$ cat src/sv/dcp_pkg.sv
// ----------------------------------------------------------------------------
// dcp_pkg
// Shared types and constants for the disk CHS position unit: field widths,
// operation codes, register indexes, geometry and position records.
// ----------------------------------------------------------------------------
package dcp_pkg;

   // field widths
   localparam int CYL_W    = 12;
   localparam int HEAD_W   = 8;
   localparam int SEC_W    = 8;
   localparam int UNIT_W   = 4;
   localparam int BLOCK_W  = 28;
   localparam int ADDR_W   = 32;
   localparam int OP_W     = 2;
   localparam int TRACK_W  = HEAD_W + SEC_W;
   localparam int CSR_IDX_W  = 2;
   localparam int CSR_DATA_W = 12;

   // disk address packing
   localparam int ADDR_UNIT_LSB = 28;
   localparam int ADDR_CYL_LSB  = 16;
   localparam int ADDR_HEAD_LSB = 8;

   // operation codes
   localparam logic [OP_W-1:0] OP_SEEK   = 2'd0;
   localparam logic [OP_W-1:0] OP_NEXT   = 2'd1;
   localparam logic [OP_W-1:0] OP_ROTATE = 2'd2;
   localparam logic [OP_W-1:0] OP_NONE   = 2'd3;

   // register indexes
   localparam logic [CSR_IDX_W-1:0] REG_CYL_COUNT  = 2'd0;
   localparam logic [CSR_IDX_W-1:0] REG_HEAD_COUNT = 2'd1;
   localparam logic [CSR_IDX_W-1:0] REG_SECTORS    = 2'd2;
   localparam logic [CSR_IDX_W-1:0] REG_UNIT       = 2'd3;

   // geometry after reset
   localparam logic [CYL_W-1:0]   RST_CYL_COUNT  = 12'd815;
   localparam logic [HEAD_W-1:0]  RST_HEAD_COUNT = 8'd19;
   localparam logic [SEC_W-1:0]   RST_SECTORS    = 8'd17;
   localparam logic [UNIT_W-1:0]  RST_UNIT       = 4'd0;
   localparam logic [TRACK_W-1:0] RST_TRACK_SIZE = 16'd323;

   typedef struct packed {
      logic [CYL_W-1:0]   cyl_count;
      logic [HEAD_W-1:0]  head_count;
      logic [SEC_W-1:0]   sectors;
      logic [UNIT_W-1:0]  unit;
      logic [TRACK_W-1:0] track_size;  // head_count * sectors
   } geom_type;

   typedef struct packed {
      logic [CYL_W-1:0]   cylinder;
      logic [HEAD_W-1:0]  head;
      logic [SEC_W-1:0]   sector;
      logic [BLOCK_W-1:0] block;
      logic               fault;
   } pos_type;

   typedef struct packed {
      logic [OP_W-1:0]   opcode;
      logic [CYL_W-1:0]  target_cylinder;
      logic [HEAD_W-1:0] target_head;
      logic [SEC_W-1:0]  target_sector;
   } cmd_type;

   typedef struct packed {
      logic               success;
      logic               error_flag;
      logic [BLOCK_W-1:0] block_number;
      logic [ADDR_W-1:0]  disk_address;
   } result_type;

endpackage

$ cat src/sv/dcp_req_if.sv
// ----------------------------------------------------------------------------
// dcp_req_if
// Command channel: valid/ready handshake carrying one position command.
// ----------------------------------------------------------------------------
interface dcp_req_if import dcp_pkg::*; ();
   logic              valid;
   logic              ready;
   logic [OP_W-1:0]   opcode;
   logic [CYL_W-1:0]  target_cylinder;
   logic [HEAD_W-1:0] target_head;
   logic [SEC_W-1:0]  target_sector;

   modport source (output valid, opcode, target_cylinder, target_head, target_sector,
                   input ready);
   modport sink   (input valid, opcode, target_cylinder, target_head, target_sector,
                   output ready);
endinterface

$ cat src/sv/dcp_rsp_if.sv
// ----------------------------------------------------------------------------
// dcp_rsp_if
// Result channel: valid/ready handshake carrying one operation result.
// ----------------------------------------------------------------------------
interface dcp_rsp_if import dcp_pkg::*; ();
   logic               valid;
   logic               ready;
   logic               success;
   logic               error_flag;
   logic [BLOCK_W-1:0] block_number;
   logic [ADDR_W-1:0]  disk_address;

   modport source (output valid, success, error_flag, block_number, disk_address,
                   input ready);
   modport sink   (input valid, success, error_flag, block_number, disk_address,
                   output ready);
endinterface

$ cat src/sv/dcp_seek_core.sv
// ----------------------------------------------------------------------------
// dcp_seek_core
// Next-position logic: seek, seek-next and rotate against the current
// position and geometry, block number computation and result packing.
// ----------------------------------------------------------------------------
module dcp_seek_core import dcp_pkg::*; (
   input  cmd_type    cmd,
   input  geom_type   geom,
   input  pos_type    cur,
   output pos_type    nxt,
   output result_type res
);

   logic [SEC_W:0]     sec_inc;
   logic [HEAD_W:0]    head_inc;
   logic [CYL_W:0]     cyl_inc;
   logic [CYL_W:0]     step_cyl;
   logic [HEAD_W:0]    step_head;
   logic [SEC_W:0]     step_sec;
   logic [CYL_W:0]     tgt_cyl;
   logic [HEAD_W:0]    tgt_head;
   logic [SEC_W:0]     tgt_sec;
   logic               at_target;
   logic               out_of_range;
   logic [BLOCK_W-1:0] cyl_prod;
   logic [TRACK_W-1:0] head_prod;
   logic [BLOCK_W-1:0] tgt_block;
   logic               ok;

   // widened increments so that carries are not lost
   assign sec_inc  = {1'b0, cur.sector} + 1'b1;
   assign head_inc = {1'b0, cur.head} + 1'b1;
   assign cyl_inc  = {1'b0, cur.cylinder} + 1'b1;

   // next block: carry sector into head, head into cylinder
   always_comb begin
      step_cyl  = {1'b0, cur.cylinder};
      step_head = {1'b0, cur.head};
      step_sec  = sec_inc;
      if (sec_inc == {1'b0, geom.sectors}) begin
         step_sec  = '0;
         step_head = head_inc;
         if (head_inc == {1'b0, geom.head_count}) begin
            step_head = '0;
            step_cyl  = cyl_inc;
         end
      end
   end

   // pick the seek target
   always_comb begin
      if (cmd.opcode == OP_NEXT) begin
         tgt_cyl  = step_cyl;
         tgt_head = step_head;
         tgt_sec  = step_sec;
      end else begin
         tgt_cyl  = {1'b0, cmd.target_cylinder};
         tgt_head = {1'b0, cmd.target_head};
         tgt_sec  = {1'b0, cmd.target_sector};
      end
   end

   assign at_target = (tgt_cyl == {1'b0, cur.cylinder}) && (tgt_head == {1'b0, cur.head})
                   && (tgt_sec == {1'b0, cur.sector});
   assign out_of_range = (tgt_cyl >= {1'b0, geom.cyl_count})
                      || (tgt_head >= {1'b0, geom.head_count})
                      || (tgt_sec >= {1'b0, geom.sectors});

   // linear block: two independent products and a sum
   assign cyl_prod  = BLOCK_W'(tgt_cyl[CYL_W-1:0]) * BLOCK_W'(geom.track_size);
   assign head_prod = TRACK_W'(tgt_head[HEAD_W-1:0]) * TRACK_W'(geom.sectors);
   assign tgt_block = cyl_prod + BLOCK_W'(head_prod) + BLOCK_W'(tgt_sec[SEC_W-1:0]);

   // apply the operation
   always_comb begin
      nxt = cur;
      ok  = 1'b1;
      unique case (cmd.opcode)
         OP_SEEK, OP_NEXT: begin
            if (!at_target) begin
               if (out_of_range) begin
                  nxt.fault = 1'b1;
                  ok        = 1'b0;
               end else begin
                  nxt.cylinder = tgt_cyl[CYL_W-1:0];
                  nxt.head     = tgt_head[HEAD_W-1:0];
                  nxt.sector   = tgt_sec[SEC_W-1:0];
                  nxt.block    = tgt_block;
               end
            end
         end
         OP_ROTATE: begin
            nxt.sector = (sec_inc >= {1'b0, geom.sectors}) ? '0 : sec_inc[SEC_W-1:0];
         end
         OP_NONE: begin
            nxt = cur;
         end
         default: begin
            nxt = cur;
         end
      endcase
   end

   // pack the result from the new position
   always_comb begin
      res.success      = ok;
      res.error_flag   = nxt.fault;
      res.block_number = nxt.block;
      res.disk_address = (ADDR_W'(geom.unit) << ADDR_UNIT_LSB)
                       | (ADDR_W'(nxt.cylinder) << ADDR_CYL_LSB)
                       | (ADDR_W'(nxt.head) << ADDR_HEAD_LSB)
                       | ADDR_W'(nxt.sector);
   end

endmodule

$ cat src/sv/disk_chs_position_unit_top.sv
// ----------------------------------------------------------------------------
// disk_chs_position_unit_top
// Disk unit position tracker: cylinder/head/sector position, linear block
// number and sticky seek-error flag, with a configurable drive geometry.
// ----------------------------------------------------------------------------
//   channel   direction  handshake              payload
//   req_bus   in         valid/ready            opcode, target C/H/S
//   rsp_bus   out        valid/ready            success, error, block, address
//   csr_*     in         csr_wr_en, no stall    csr_index, csr_wr_data
//
// One beat per cycle unless the result stalls; commands pass the command
// register, then the result register, with the position update between
// them, so the next command sees the new position with no gap. A stalled
// result is held and the command stage keeps accepting until both are full.
// Reset (synchronous, active high) restores the default geometry and clears
// the position, block number and error flag.
// ----------------------------------------------------------------------------
module disk_chs_position_unit_top import dcp_pkg::*; (
   input  logic                  clock,
   input  logic                  reset,
   dcp_req_if.sink               req_bus,
   dcp_rsp_if.source             rsp_bus,
   input  logic                  csr_wr_en,
   input  logic [CSR_IDX_W-1:0]  csr_index,
   input  logic [CSR_DATA_W-1:0] csr_wr_data
);

   geom_type   geom_ff, geom_in;
   pos_type    pos_ff, pos_in;
   cmd_type    cmd_ff, cmd_in;
   logic       cmd_valid_ff, cmd_valid_in;
   result_type rsp_ff, rsp_in;
   logic       rsp_valid_ff, rsp_valid_in;
   pos_type    core_pos;
   result_type core_res;
   logic       rsp_open;
   logic       core_fire;
   logic       req_fire;

   // handshake control
   assign rsp_open      = !rsp_valid_ff || rsp_bus.ready;
   assign core_fire     = cmd_valid_ff && rsp_open;
   assign req_bus.ready = !cmd_valid_ff || rsp_open;
   assign req_fire      = req_bus.valid && req_bus.ready;

   // configuration writes; keep the track size product alongside
   always_comb begin
      geom_in = geom_ff;
      if (csr_wr_en) begin
         unique case (csr_index)
            REG_CYL_COUNT: begin
               geom_in.cyl_count = csr_wr_data[CYL_W-1:0];
            end
            REG_HEAD_COUNT: begin
               geom_in.head_count = csr_wr_data[HEAD_W-1:0];
               geom_in.track_size = TRACK_W'(csr_wr_data[HEAD_W-1:0])
                                  * TRACK_W'(geom_ff.sectors);
            end
            REG_SECTORS: begin
               geom_in.sectors    = csr_wr_data[SEC_W-1:0];
               geom_in.track_size = TRACK_W'(geom_ff.head_count)
                                  * TRACK_W'(csr_wr_data[SEC_W-1:0]);
            end
            REG_UNIT: begin
               geom_in.unit = csr_wr_data[UNIT_W-1:0];
            end
            default: begin
               geom_in = geom_ff;
            end
         endcase
      end
   end

   // command stage: load on a beat, drop once passed on
   always_comb begin
      cmd_in                 = cmd_ff;
      cmd_valid_in           = cmd_valid_ff && !core_fire;
      if (req_fire) begin
         cmd_in.opcode          = req_bus.opcode;
         cmd_in.target_cylinder = req_bus.target_cylinder;
         cmd_in.target_head     = req_bus.target_head;
         cmd_in.target_sector   = req_bus.target_sector;
         cmd_valid_in           = 1'b1;
      end
   end

   dcp_seek_core u_core (
      .cmd  (cmd_ff),
      .geom (geom_ff),
      .cur  (pos_ff),
      .nxt  (core_pos),
      .res  (core_res)
   );

   // advance position and result together
   assign pos_in       = core_fire ? core_pos : pos_ff;
   assign rsp_in       = core_fire ? core_res : rsp_ff;
   assign rsp_valid_in = core_fire || (rsp_valid_ff && !rsp_bus.ready);

   always_ff @(posedge clock) begin
      if (reset) begin
         geom_ff.cyl_count  <= RST_CYL_COUNT;
         geom_ff.head_count <= RST_HEAD_COUNT;
         geom_ff.sectors    <= RST_SECTORS;
         geom_ff.unit       <= RST_UNIT;
         geom_ff.track_size <= RST_TRACK_SIZE;
         pos_ff             <= '0;
         cmd_valid_ff       <= 1'b0;
         rsp_valid_ff       <= 1'b0;
      end else begin
         geom_ff            <= geom_in;
         pos_ff             <= pos_in;
         cmd_valid_ff       <= cmd_valid_in;
         rsp_valid_ff       <= rsp_valid_in;
      end
   end

   // payload registers
   always_ff @(posedge clock) begin
      cmd_ff <= cmd_in;
      rsp_ff <= rsp_in;
   end

   assign rsp_bus.valid        = rsp_valid_ff;
   assign rsp_bus.success      = rsp_ff.success;
   assign rsp_bus.error_flag   = rsp_ff.error_flag;
   assign rsp_bus.block_number = rsp_ff.block_number;
   assign rsp_bus.disk_address = rsp_ff.disk_address;

`ifndef SYNTHESIS
   // the seek error flag is sticky until reset
   a_fault_sticky: assert property (@(posedge clock) disable iff (reset)
      (!reset && pos_ff.fault) |=> pos_ff.fault)
      else $error("seek error flag cleared without reset");

   // position moves only when a command is processed
   a_pos_hold: assert property (@(posedge clock) disable iff (reset)
      (!reset && !core_fire) |=> $stable(pos_ff))
      else $error("position changed with no command processed");

   // a failed operation always reports the error flag
   a_fail_flag: assert property (@(posedge clock) disable iff (reset)
      (rsp_bus.valid && !rsp_bus.success) |-> rsp_bus.error_flag)
      else $error("failed result without error flag");

   // a stalled result is never overwritten by the command stage
   a_no_overrun: assert property (@(posedge clock) disable iff (reset)
      (rsp_valid_ff && !rsp_bus.ready) |-> !core_fire)
      else $error("result register overwritten while stalled");
`endif

endmodule
$ cat src/flat_wrapper.sv
// flat-port wrapper written by rule: the top's interface ports become plain ports
module disk_chs_position_unit_top_flat import dcp_pkg::*;
  (clock, reset, csr_wr_en, csr_index, csr_wr_data, req_bus_valid, req_bus_opcode, req_bus_target_cylinder, req_bus_target_head, req_bus_target_sector, req_bus_ready, rsp_bus_valid, rsp_bus_success, rsp_bus_error_flag, rsp_bus_block_number, rsp_bus_disk_address, rsp_bus_ready);
  dcp_req_if req_bus_i ();
  dcp_rsp_if rsp_bus_i ();
  input  logic clock;
  input  logic reset;
  input  logic csr_wr_en;
  input  logic [CSR_IDX_W-1:0] csr_index;
  input  logic [CSR_DATA_W-1:0] csr_wr_data;
  input wire logic [$bits(req_bus_i.valid)-1:0] req_bus_valid;
  input wire logic [$bits(req_bus_i.opcode)-1:0] req_bus_opcode;
  input wire logic [$bits(req_bus_i.target_cylinder)-1:0] req_bus_target_cylinder;
  input wire logic [$bits(req_bus_i.target_head)-1:0] req_bus_target_head;
  input wire logic [$bits(req_bus_i.target_sector)-1:0] req_bus_target_sector;
  output wire logic [$bits(req_bus_i.ready)-1:0] req_bus_ready;
  output wire logic [$bits(rsp_bus_i.valid)-1:0] rsp_bus_valid;
  output wire logic [$bits(rsp_bus_i.success)-1:0] rsp_bus_success;
  output wire logic [$bits(rsp_bus_i.error_flag)-1:0] rsp_bus_error_flag;
  output wire logic [$bits(rsp_bus_i.block_number)-1:0] rsp_bus_block_number;
  output wire logic [$bits(rsp_bus_i.disk_address)-1:0] rsp_bus_disk_address;
  input wire logic [$bits(rsp_bus_i.ready)-1:0] rsp_bus_ready;
  assign req_bus_i.valid = req_bus_valid;
  assign req_bus_i.opcode = req_bus_opcode;
  assign req_bus_i.target_cylinder = req_bus_target_cylinder;
  assign req_bus_i.target_head = req_bus_target_head;
  assign req_bus_i.target_sector = req_bus_target_sector;
  assign req_bus_ready = req_bus_i.ready;
  assign rsp_bus_valid = rsp_bus_i.valid;
  assign rsp_bus_success = rsp_bus_i.success;
  assign rsp_bus_error_flag = rsp_bus_i.error_flag;
  assign rsp_bus_block_number = rsp_bus_i.block_number;
  assign rsp_bus_disk_address = rsp_bus_i.disk_address;
  assign rsp_bus_i.ready = rsp_bus_ready;
  disk_chs_position_unit_top u_core (.clock(clock), .reset(reset), .req_bus(req_bus_i), .rsp_bus(rsp_bus_i), .csr_wr_en(csr_wr_en), .csr_index(csr_index), .csr_wr_data(csr_wr_data));
endmodule
$ cat config.mk
export PLATFORM = sky130hd
export DESIGN_NAME = disk_chs_position_unit_top_flat
export DESIGN_NICKNAME = d
export VERILOG_FILES = /design/src/sv/dcp_pkg.sv /design/src/sv/dcp_req_if.sv /design/src/sv/dcp_rsp_if.sv /design/src/sv/dcp_seek_core.sv /design/src/sv/disk_chs_position_unit_top.sv /design/src/flat_wrapper.sv
export SDC_FILE = /design/constraint.sdc
export NUM_CORES = 1
export LEC_CHECK = 0
export BUFFER_PORTS_ARGS = -buffer_cell sky130_fd_sc_hd__buf_2
export CORE_ASPECT_RATIO = 2
export CORE_MARGIN = 3
export CORE_UTILIZATION = 60
export DETAILED_ROUTE_END_ITERATION = 7
export MAX_ROUTING_LAYER = met4
export PLACE_DENSITY = 0.78
export SYNTH_ARGS = -nofsm -noshare
export SYNTH_HDL_FRONTEND = slang
export SYNTH_SLANG_ARGS = --single-unit
$ cat constraint.sdc
create_clock -name clock -period 10.9 [get_ports clock]
set_clock_uncertainty 0.1 [all_clocks]
set_input_delay 1.635 -clock clock [delete_from_list [all_inputs] [get_ports clock]]
set_output_delay 1.635 -clock clock [all_outputs]
set_load 0.02 [all_outputs]
==> flow_summary.ini, run 1 <==
[critical_path]
critPathArrivalTime_ns = 10.49
crit_path_frequent_cell = fa_1
path_max_fanout = 9
critPathBufInv = 5
slowest_stage = or4b_1
cp-end-kind = flop
rrSetupSlack_ns = 0.53
worst_r2r_path_depth = 35
r2r-end = u_core.rsp_bus.block_number[25]
cpPeakStageDelay_ns = 0.60
critPathKind = flop to flop
start_kind = flop
crit_family = adder cells
required_ns = 11.02
r2r-start = u_core.pos_ff[32]

[placement]
port_buffers = 112
dpl.hpwl_mm = 51.2
routabilityCongestion = 1.00
placed_cells = 3078
detailedPlace.worstSlack_ns = 0.377

[grt]
grt_max_degree = 72
grt-busiest-layer = met2
grt_use_met2 = 0.571
met1_usage = 0.337
grt_pass1_vias = 19900
track_usage = 0.324
use_met3 = 0.0360
grt_pass1_wl_mm = 103
grt_overflow_total = 0
grt_antenna_before_repair = 0

[hold_path]
hp-start = u_core.geom_ff[18]
whs_endpoint = u_core.rsp_bus.disk_address[30]
holdPathStages = 0
hp-class = flop to flop

[job]
drv_cap = 0

[clock_network]
cts_hold_buf = 0
postCtsSetupBuffers = 0
clk_path_buf_depth = 2
post_cts_resized = 0
clkSlewWorstSetupHoldPaths_ns = 0.09
cts_sinks = 199
htreeDepth = 4
cts_tree = built
cts_buffers = 17
clk-insertion-delay-late_ns = 0.48
cts_root_buffer = clkbuf_16

[layout]
num_antenna_cells = 0
drive_gt1_frac = 0.101
layoutNonFillerInstCount = 3110
fill_cells = 3085
syn2layout_area_growth_pct = 7.07
final_nets = 3160

[power]
p_clk_frac = 0.158
powerDensity_nw_per_um2 = 176
combPwrFrac = 0.643
ir_drop_uv = 208
seqPwrFrac = 0.199
leakage_nw = 12.3
p_total_mw = 4.42
switching_share = 0.473
internal-power_mw = 2.33
power.switching_mw = 2.09

[yosys]
async_flop_share = 0
synth_ff_type = dfxtp_1
yosysSeqAreaShare = 0.209
netlist_instances = 2542
synth_edf_count = 92
synth_top_area_frac = 0.240
syn_nets = 3120
synth_top_area_cell = fa_1
ys_ff_latch = 199
synth_cell_types = 84
synth.area.top_cells = fa_1 24%, ha_1 13%, edfxtp_1 12%, dfxtp_1 9.1%, inv_1 6.2%
yosysWarnings = 0
synth_area_um2 = 23400
synth_area_per_cell_um2 = 9.22

[sta]
worst_pin_slew_ns = 1.07
setup_ws_ns = 0.532
period_share = 0.951
fmax_mhz = 96.4
fin_crit_ns = 10.37
slew_headroom = 0.282
hold_slack_ns = 0.340
setup-violations-final = 0
finalHoldViolCount = 0
final_max_slew_viol_count = 0

[route]
vias_per_cell = 5.87
ant_nets = 0
num_vias = 18300
drc = 0
wl_per_cell_um = 20.7
drt-initial-drc-count = 1201
drt_wl_total_mm = 64.3
firstDrtPassIters = 5

[floorplan]
start_util = 0.612
die_x_um = 146
ios = 113
dieArea_um2 = 41600
die-height_um = 286
design.core.area_um2 = 38300
rows = 101

[status]
status = complete, no violations
-- routing by layer --
metal,share of wire,wire length (µm)
met1,0.35,22700
met2,0.52,33400
met3,0.050,3190
met4,0.078,5010
met5,0,0
-- cells in the final DEF, fill, tap and decap left out, types with 17 or more instances in the layout --
cell         n
ha_1       248
fa_1       281
xor2_1      40
mux2i_1     50
nand2_1    286
nand3_1     41
xnor2_1     52
nand3b_1    17
a31oi_1     17
a211oi_1    18
clkbuf_16   18
mux2_2      40
and2_1     224
nor2_1     132
inv_1      384
a21oi_1     71
o21ai_0     52
nor3_1      27
buf_4       46
edfxtp_1    92
dfxtp_1    105
buf_2      111
-- Yosys cell counts, drive strengths merged, types with 14 or more instances --
library cell,instances
a211oi,22
o21a,16
a21oi,73
nand2,286
xnor2,52
a31oi,17
inv,385
nand3b,17
mux2,41
nand2b,16
xor2,40
dfxtp,107
and3,15
a21o,16
edfxtp,92
ha,248
nor2b,14
nor2,134
nand3,42
buf,38
clkbuf,98
and2,225
mux2i,50
nor3,28
fa,281
o21ai,66
-- area by class of cell --
class / count / area, µm² / area share
Clock buffer: 18 / 450 / 0.0179
Clock inverter: 14 / 206 / 0.00823
Sequential cell: 199 / 4910 / 0.196
Multi-Input combinational cell: 1822 / 16500 / 0.659
Timing Repair Buffer: 157 / 901 / 0.0359
Tap cell: 515 / 644 / 0.0257
Inverter: 385 / 1450 / 0.0576
-- power groups by stage --
stage          clock network, mW  logic, mW  registers, mW
2_1_floorplan                  0       2.11          0.875
3_3_place_gp                   0       2.68          0.892
3_5_place_dp                   0       2.77          0.894
4_1_cts                    0.708       2.80          0.877
5_1_grt                    0.733       3.22          0.882
6_report                   0.697       2.84          0.879
-- registers in the layout, summed over array words and instances, names as in the netlist --
name / count
u_core.pos_ff: 57
u_core.geom_ff: 48
u_core.rsp_bus.disk_address: 32
u_core.cmd_ff: 30
u_core.rsp_bus.block_number: 28
u_core.cmd_valid_ff: 1
u_core.rsp_bus.error_flag: 1
u_core.rsp_bus.success: 1
u_core.rsp_bus.valid: 1
-- worst max path at each step --
stage                       from  cells past startpoint  slack, ns                               to
2_1_floorplan  u_core.pos_ff[33]                     40       1.12  u_core.rsp_bus.block_number[26]
3_3_place_gp   u_core.pos_ff[33]                     35       0.58  u_core.rsp_bus.block_number[25]
3_5_place_dp   u_core.pos_ff[32]                     35       0.38  u_core.rsp_bus.block_number[25]
4_1_cts        u_core.pos_ff[32]                     35       0.30  u_core.rsp_bus.block_number[25]
5_1_grt        u_core.pos_ff[33]                     37    -0.0008  u_core.rsp_bus.block_number[24]
6_report       u_core.pos_ff[32]                     35       0.53  u_core.rsp_bus.block_number[25]
-- per-stage QoR --
step	cell area [µm²]	util	TNS, ns
after floorplan	23400	-	0
after global placement	24400	0.637	0
after detailed placement	24400	0.637	0
after CTS	25100	0.654	0
after global routing	25100	0.655	-0.000797
final	25100	0.655	0
-- cells by family (layout without fill, tap and decap cells) --
| logic type | count (synthesis) | after routing | synth area share |
|---|---|---|---|
| mux | 91 | 91 | 0.0412 |
| flops | 199 | 199 | 0.209 |
| simple gates | 821 | 821 | 0.174 |
| fa+ha+maj | 529 | 529 | 0.372 |
| compound gates | 289 | 289 | 0.0814 |
| buf+inv | 521 | 574 | 0.0871 |
| xor+xnor | 92 | 92 | 0.0344 |
(Power assumes the default switching activity.)
==> run 2, diff against run 1 <==
- REMOVE_ABC_BUFFERS: not set -> 1
==> run 2 against run 1 <==
Against the previous run: cell count is 0.55% higher; worst setup slack better by 0.051 ns; combinational power hardly changed.
==> flow_summary.ini, run 2 (synthesized netlist as in run 1, its figures left out) <==
[clock_network]
htreeDepth = 4
cts_sinks = 199
clk_path_buf_depth = 2
clkSlewWorstSetupHoldPaths_ns = 0.08
clk-insertion-delay-late_ns = 0.48
cts_tree = built
cts_hold_buf = 0
cts_root_buffer = clkbuf_16
cts_buffers = 17

[power]
ir_drop_uv = 295
internal-power_mw = 2.35
powerDensity_nw_per_um2 = 174
combPwrFrac = 0.650
leakage_nw = 12.4
switching_share = 0.465
power.switching_mw = 2.04
p_clk_frac = 0.151
seqPwrFrac = 0.199

[grt]
track_usage = 0.323
grt_max_degree = 77
grt_pass1_vias = 19600
grt_overflow_total = 0
grt_antenna_before_repair = 0
grt_pass1_wl_mm = 102

[layout]
syn2layout_area_growth_pct = 7.29
num_antenna_cells = 0
final_common_cell = inv_1
largest_register = u_core.pos_ff
drive_gt1_frac = 0.104
final_cell_mix = 384 x inv_1, 286 x nand2_1, 281 x fa_1, 248 x ha_1, 225 x and2_1
fill_cells = 3136
largest_reg_flops = 57
final_nets = 3177

[sta]
setup_tns_ns = 0
setup-violations-final = 0
setup_ws_ns = 0.583
fmax_mhz = 96.9
period_share = 0.947
worst_pin_slew_ns = 1.11
slew_headroom = 0.263
rsz0062_at_grt = false
finalHoldViolCount = 0
final_max_slew_viol_count = 0
fin_crit_ns = 10.32

[placement]
port_buffers = 112
detailedPlace.worstSlack_ns = 0.346
routabilityCongestion = 0.970
dpl.hpwl_mm = 51.4

[floorplan]
ios = 113
die_x_um = 146
rows = 101
dieArea_um2 = 41600
start_util = 0.612
design.core.area_um2 = 38300
die-height_um = 286

[critical_path]
rrSetupSlack_ns = 0.58
cpPeakStageDelay_ns = 0.60
critPathKind = flop to flop
critPathBufInv = 7
cp-end-kind = flop
crit_end = u_core.rsp_bus.block_number[25]
required_ns = 11.03
path_max_fanout = 13
crit_family = adder cells
cp_num_cells = 37
worst_r2r_path_depth = 37
slowest_stage = or4b_4
start_kind = flop
r2r-end = u_core.rsp_bus.block_number[25]
r2r-start = u_core.pos_ff[32]
crit_path_frequent_cell = fa_1
crit_start = u_core.pos_ff[32]
critPathArrivalTime_ns = 10.45

[hold_path]
hp-class = flop to flop

[route]
drc = 0
firstDrtPassIters = 8
ant_nets = 0
wl_per_cell_um = 20.7
num_vias = 18400
drt-initial-drc-count = 1205
vias_per_cell = 5.90
drt_wl_total_mm = 64.8

[job]
drv_cap = 0

[status]
status = complete, no violations
-- run 2: cell types whose count changed in the layout (fill, tap and decap cells not counted), sizes merged --
| cell | before | now |
|---|---|---|
| buf | 157 | 174 |
| clkinv | 5 | 8 |
| inv | 394 | 391 |
| bufinv | 0 | 1 |
| clkbuf | 18 | 17 |
-- run 2: power groups by stage --
stage          registers (mW)  clock network [mW]  logic [mW]
3_5_place_dp            0.889                   0        2.81
5_1_grt                 0.877               0.693        3.21
2_1_floorplan           0.888                   0        2.08
4_1_cts                 0.872               0.669        2.84
3_3_place_gp            0.888                   0        2.71
6_report                0.874               0.664        2.85
-- run 2: layout make-up --
type	instances	area [µm²]	share of cell area
multi-input cells	1822	16500	0.657
well taps	515	644	0.0256
flip-flops and latches	199	4900	0.195
clock inverters	15	181	0.00721
inverters	385	1450	0.0575
clock buffers	17	425	0.0169
repair buffers	174	1030	0.0409
-- run 2: routing by layer --
| metal | share of wire | global-route usage | vias to the layer above |
|---|---|---|---|
| li1 | - | - | 8302 |
| met1 | 0.32 | 0.313 | 9131 |
| met2 | 0.55 | 0.591 | 713 |
| met3 | 0.041 | 0.0328 | 293 |
| met4 | 0.085 | 0.236 | 0 |
| met5 | 0 | - | - |
-- run 2: worst min-delay path by stage --
stage                             from                              end  slack (ns)  cells after the start
global placement    u_core.geom_ff[16]  u_core.rsp_bus.disk_address[28]        0.31                      0
detailed placement  u_core.geom_ff[18]  u_core.rsp_bus.disk_address[30]        0.32                      0
finish              u_core.geom_ff[18]  u_core.rsp_bus.disk_address[30]        0.34                      0
floorplan           u_core.geom_ff[16]  u_core.rsp_bus.disk_address[28]        0.31                      0
CTS                 u_core.geom_ff[18]  u_core.rsp_bus.disk_address[30]        0.34                      0
global route        u_core.geom_ff[19]  u_core.rsp_bus.disk_address[31]        0.37                      0
-- run 2: per-stage QoR --
step | hold WS (ns) | power [mW] | cells | util | instance area, µm²
6_report | 0.340 | 4.39 | 3127 | 0.657 | 25100
4_1_cts | 0.340 | 4.38 | 3127 | 0.656 | 25100
3_5_place_dp | 0.320 | 3.70 | 3095 | 0.640 | 24500
3_3_place_gp | 0.315 | 3.59 | 3095 | 0.640 | 24500
5_1_grt | 0.365 | 4.78 | 3127 | 0.657 | 25100
2_1_floorplan | 0.308 | 2.96 | 2406 | - | 22800
-- run 2: what timing repair did --
action / CTS / global route
endpoints found under the setup margin: 0 / 10
resized for setup: 0 / 6
setup buffers: 0 / 0
-- run 2: worst reg2reg max path: cells and delay by family, from the launching register on --
family	cells	cell delay [ns]
adders and majority gates	9	4.09
and+or+nand+nor	11	2.62
AOI/OAI and AO/OA	6	1.39
buffers and inverters	7	0.62
DFF	1	0.54
xor gates and xnor gates	3	0.43
muxes	1	0.27
